## src/hw/rtl/text_console_writer_assert.svh

```systemverilog
// Assertion macros used by the console writer RTL.
// Each macro is used on a line of its own and supplies its own semicolon.
`ifndef TEXT_CONSOLE_WRITER_ASSERT_SVH
`define TEXT_CONSOLE_WRITER_ASSERT_SVH

// Condition in a cycle implies an expression in the same cycle.
`define TCW_ASSERT_IMPL(label, clk_s, rst_s, cond, expr) \
  label: assert property (@(posedge clk_s) disable iff (rst_s) (cond) |-> (expr)) \
    else $error("text console writer: same-cycle check failed");

// Condition in a cycle implies an expression in the following cycle.
`define TCW_ASSERT_NEXT(label, clk_s, rst_s, cond, expr) \
  label: assert property (@(posedge clk_s) disable iff (rst_s) (cond) |=> (expr)) \
    else $error("text console writer: next-cycle check failed");

`endif

```

## src/hw/rtl/tcw_pkg.sv

```systemverilog
`default_nettype none

package tcw_pkg;

  // Default screen geometry.
  localparam int DEF_COLUMNS = 80;
  localparam int DEF_LINES   = 25;

  // Field widths of the request and result channels.
  localparam int KIND_W    = 2;
  localparam int CHAR_W    = 8;
  localparam int IDX_W     = 11;
  localparam int DATA_W    = 16;
  localparam int ROW_OUT_W = 5;
  localparam int COL_OUT_W = 7;

  // Request kinds.
  localparam logic [KIND_W-1:0] KIND_PUT   = 2'd0;
  localparam logic [KIND_W-1:0] KIND_CLEAR = 2'd1;
  localparam logic [KIND_W-1:0] KIND_READ  = 2'd2;

  // Control characters and the blank cell.
  localparam logic [CHAR_W-1:0] CH_LF    = 8'h0A;
  localparam logic [CHAR_W-1:0] CH_CR    = 8'h0D;
  localparam logic [CHAR_W-1:0] CH_BS    = 8'h08;
  localparam logic [CHAR_W-1:0] CH_SPACE = 8'h20;
  localparam logic [7:0]        TEXT_ATTR  = 8'h07;
  localparam logic [DATA_W-1:0] BLANK_CELL = {TEXT_ATTR, CH_SPACE};

  // Commands from the controller to the datapath.
  typedef struct packed {
    logic accept;      // latch the incoming request
    logic exec;        // apply a put, clear or idle kind and load the result
    logic start_fill;  // begin blanking the cursor row
    logic fill_step;   // blank one cell of the cursor row
    logic div_load;    // register the row of the read index
    logic rd_capture;  // read the screen memory and register the row flag
    logic load_read;   // load the result of a read
  } cmd_t;

  // Status from the datapath to the controller.
  typedef struct packed {
    logic need_fill;   // a printable byte targets a row still marked blank
    logic is_read;     // the held request is a read
    logic fill_last;   // the row sweep is at its last column
    logic out_free;    // the result register can take a new result
  } status_t;

endpackage

`default_nettype wire

```

## src/hw/rtl/tcw_ctrl.sv

```systemverilog
`default_nettype none

module tcw_ctrl (
  input  logic              clk,
  input  logic              rst,
  input  logic              in_valid,
  output logic              in_stall,
  input  tcw_pkg::status_t  status,
  output tcw_pkg::cmd_t     cmd
);
  import tcw_pkg::*;

  localparam logic [2:0] ST_IDLE  = 3'd0;
  localparam logic [2:0] ST_EXEC  = 3'd1;
  localparam logic [2:0] ST_FILL  = 3'd2;
  localparam logic [2:0] ST_RADDR = 3'd3;
  localparam logic [2:0] ST_RDATA = 3'd4;

  logic [2:0] state;
  logic [2:0] state_next;

  // State register.
  always_ff @(posedge clk) begin
    if (rst) begin
      state <= ST_IDLE;
    end else begin
      state <= state_next;
    end
  end

  // Sequencing of one request at a time.
  always_comb begin
    state_next = state;
    cmd        = '0;
    case (state)
      ST_IDLE: begin
        if (in_valid) begin
          cmd.accept = 1'b1;
          state_next = ST_EXEC;
        end
      end
      ST_EXEC: begin
        if (status.need_fill) begin
          cmd.start_fill = 1'b1;
          state_next     = ST_FILL;
        end else if (status.is_read) begin
          cmd.div_load = 1'b1;
          state_next   = ST_RADDR;
        end else if (status.out_free) begin
          cmd.exec   = 1'b1;
          state_next = ST_IDLE;
        end
      end
      ST_FILL: begin
        // The row is blanked, then the put is applied from the execute state.
        cmd.fill_step = 1'b1;
        if (status.fill_last) begin
          state_next = ST_EXEC;
        end
      end
      ST_RADDR: begin
        cmd.rd_capture = 1'b1;
        state_next     = ST_RDATA;
      end
      ST_RDATA: begin
        if (status.out_free) begin
          cmd.load_read = 1'b1;
          state_next    = ST_IDLE;
        end
      end
      default: begin
        state_next = ST_IDLE;
      end
    endcase
  end

  assign in_stall = (state != ST_IDLE);

endmodule

`default_nettype wire

```

## config.mk

```make
export PLATFORM = sky130hd
export DESIGN_NAME = tcw_ctrl
export DESIGN_NICKNAME = d
export VERILOG_FILES = /design/src/hw/rtl/text_console_writer_assert.svh /design/src/hw/rtl/tcw_pkg.sv /design/src/hw/rtl/tcw_ctrl.sv
export SDC_FILE = /design/constraint.sdc
export NUM_CORES = 1
export LEC_CHECK = 0
export BUFFER_PORTS_ARGS = -buffer_cell sky130_fd_sc_hd__buf_2
export CORE_AREA = 3 3 40 42
export DETAILED_ROUTE_END_ITERATION = 7
export DIE_AREA = 0 0 43 45
export SYNTH_ARGS = -nofsm -noshare
export SYNTH_HDL_FRONTEND = slang
export SYNTH_SLANG_ARGS = --single-unit
```

## constraint.sdc

```tcl
create_clock -name clk -period 2 [get_ports clk]
set_clock_uncertainty 0.05 [all_clocks]
set_input_delay 0.4 -clock clk [delete_from_list [all_inputs] [get_ports clk]]
set_output_delay 0.4 -clock clk [all_outputs]
set_load 0.02 [all_outputs]
```

==> results.md <==
* CP cell instances: or3b_4, and2b_2, buf_2
* Final RePlAce weighted congestion at 0.766
* Min Clock Period, post-route at 1.88 ns
* Die X at 43 um
* Setup_tns at 0 ns
* Htree depth at 1
* Core area at 0.00128 mm^2
* Relative slew slack at 84.3%
* Root Buffer: clkbuf_4
* Pin count of the biggest net entering global routing at 9
* Worst VDD drop at 0.000187 V
* Post-CTS setup buffer count at 0
* Synthesized netlist net count at 35
* Clock sinks at 3
* Syn-to-layout area delta at 51.1%
* Post-CTS resize count at 0
* Ys Warns at 0
* ANT nets after route at 0
* Crit path max-delay family: simple AND/OR/NAND/NOR gates
* Critical Path End Type: output port
* Rows at 13
* CTS Buf Count at 3
* Layout cells sized above 1 at 50.0%
* Worst min path class: primary input to flip-flop
* Clk Latency, worst-skew pair at 0.23 ns
* Initial antenna violation count at 0
* # IOs at 15
* Post-synth cell types at 17
* Total track usage at 6.91%
* Fmax achieved at 0.532 GHz
* Antenna fix cells at 0
* Setup WS post-layout at 0.120 ns
* Critical path's largest stage delay at 0.43 ns
* Starting density of the core at 17.5%
* Maximum buffer depth of the clock tree at 2
* Flip-flop and latch area at 60.1 um^2
* Critical Path RT at 1.55 ns
* Total number of vias at 260
* Outcome: completed
* Die area at 0.00194 mm^2
* Power Total at 245 uW
* Mapped cell area at 225 um^2
* Layout Nets at 54
* Post-route cell area at 340 um^2
* Via density at 4.26
* Top cells by area, synth: dfxtp_1, nor2_1, inv_1, nor3b_1, nor4_2
* Yosys top cell by area: dfxtp_1
* Final count of pins violating max slew at 0
* Final hold viol count at 0
* LEAKAGE at 0.175 nW
* DR WL/cell at 9.36 um
* Buffers on Ports at 14
* Crit path arrival time at 1.43 ns
* Crit path buffers/inverters at 1
* Startpoint types: flip-flop
* RSZ-0062 raised after global routing: false
* Dpl ws at 0.355 ns
* Routed wire length at 571 um
* Clk slew on worst S/H paths at 0.03 ns
* Share of the synthesized area in the top cell type at 26.7%
* Kind of critical path: flip-flop to output port
* Final worst path period share at 94.0%
* Synth Register Bits at 3
* Most flops, register: state
* First-pass GRT wire length at 897 um
* Hold Buf Count CTS at 0
* Die Y at 45 um
* Total global routing overflow at 0
* Regs by FF count: state: 3 flops
* Max cap viols at 0
* Max FO, Critical Path at 8
* Vias in the first global route at 224
* Crit-path slowest cell: or3b_4
* Iter 0 DRT Violations at 6
* CTS tree: done
* Syn Area/Cell at 8.04 um^2
* Setup violators final at 0
* Least-Margin Pin Slew at 0.234 ns
* Drt first pass iters at 3
* Register area share after synthesis at 26.7%
* # DRC at 0
* Placed cell areas at 314 um^2
* Fillers at 149
* Area of the multi-input gates at 150 um^2
* Max reg flops at 3
* Power Dens Cells at 721 mW/mm^2
* Cells after synthesis at 28
* DP HPWL at 483 um
==> report_power, final <==
group,switching (mW),internal (mW)
clock network,0.0285,0.0746
logic,0.0382,0.0318
registers,0.00759,0.0647
total,0.0743,0.171
==> cell families (layout without fill, tap and decap cells) <==
logic type | after synthesis | count (layout) | synth area share [%]
and+or+nand+nor | 16 | 16 | 47.2
buffers and inverters | 4 | 22 | 6.66
muxes | 1 | 1 | 5.00
DFF | 3 | 3 | 26.7
AOI/OAI and AO/OA | 4 | 4 | 14.4
==> per-layer routing <==
| metal | track usage (%) | wire [um] |
|---|---|---|
| met3 | 5.58 | 57 |
| met2 | 8.38 | 250 |
| met5 | 0 | 0 |
| met4 | 5.42 | 0 |
| met1 | 7.71 | 263 |
==> cell type report <==
type,count,area share (%)
Timing Repair Buffer,14,20.6
Clock buffer,4,7.72
Multi-Input combinational cell,21,44.1
Tap cell,15,5.51
Sequential cell,3,17.6
Inverter,4,4.41
==> synthesized netlist by cell type <==
master	count
or3_2	1
mux2_2	1
nand2b_1	1
nor3b_1	2
o2111ai_1	1
nor3_1	2
nor4_2	1
dfxtp_1	3
nor2_1	5
and3b_2	1
a31oi_1	1
and3_1	1
or3b_4	1
and2b_2	1
inv_1	4
o32a_1	1
a211oi_1	1
==> through the flow <==
stage / util [%] / hold slack [ns] / cells
finish: 26.5 / 0.322 / 61
global route: 26.5 / 0.323 / 61
floorplan: - / 0.421 / 28
CTS: 26.5 / 0.315 / 61
global placement: 24.4 / 0.501 / 57
detailed placement: 24.4 / 0.497 / 57
==> layout by cell type, fill, tap and decap left out, types with 2 or more instances in the layout <==
master	netlist	final
dfxtp_1	3	3
inv_1	4	4
nor3b_1	2	2
nor3_1	2	2
clkbuf_4	0	3
nor2_1	5	5
buf_2	0	14
==> path summary, 6_finish.rpt <==
path | from | endpoint | slack [ns] | cells after the start
worst max register to register | state[1] | state[1] | 0.63 | 3
worst min-delay path | rst | state[1] | 0.32 | 2
worst min register to register | state[2] | state[0] | 0.51 | 1
worst max-delay path | state[0] | cmd[5] | 0.12 | 3
Note: power is estimated with default switching activity, not from simulation.
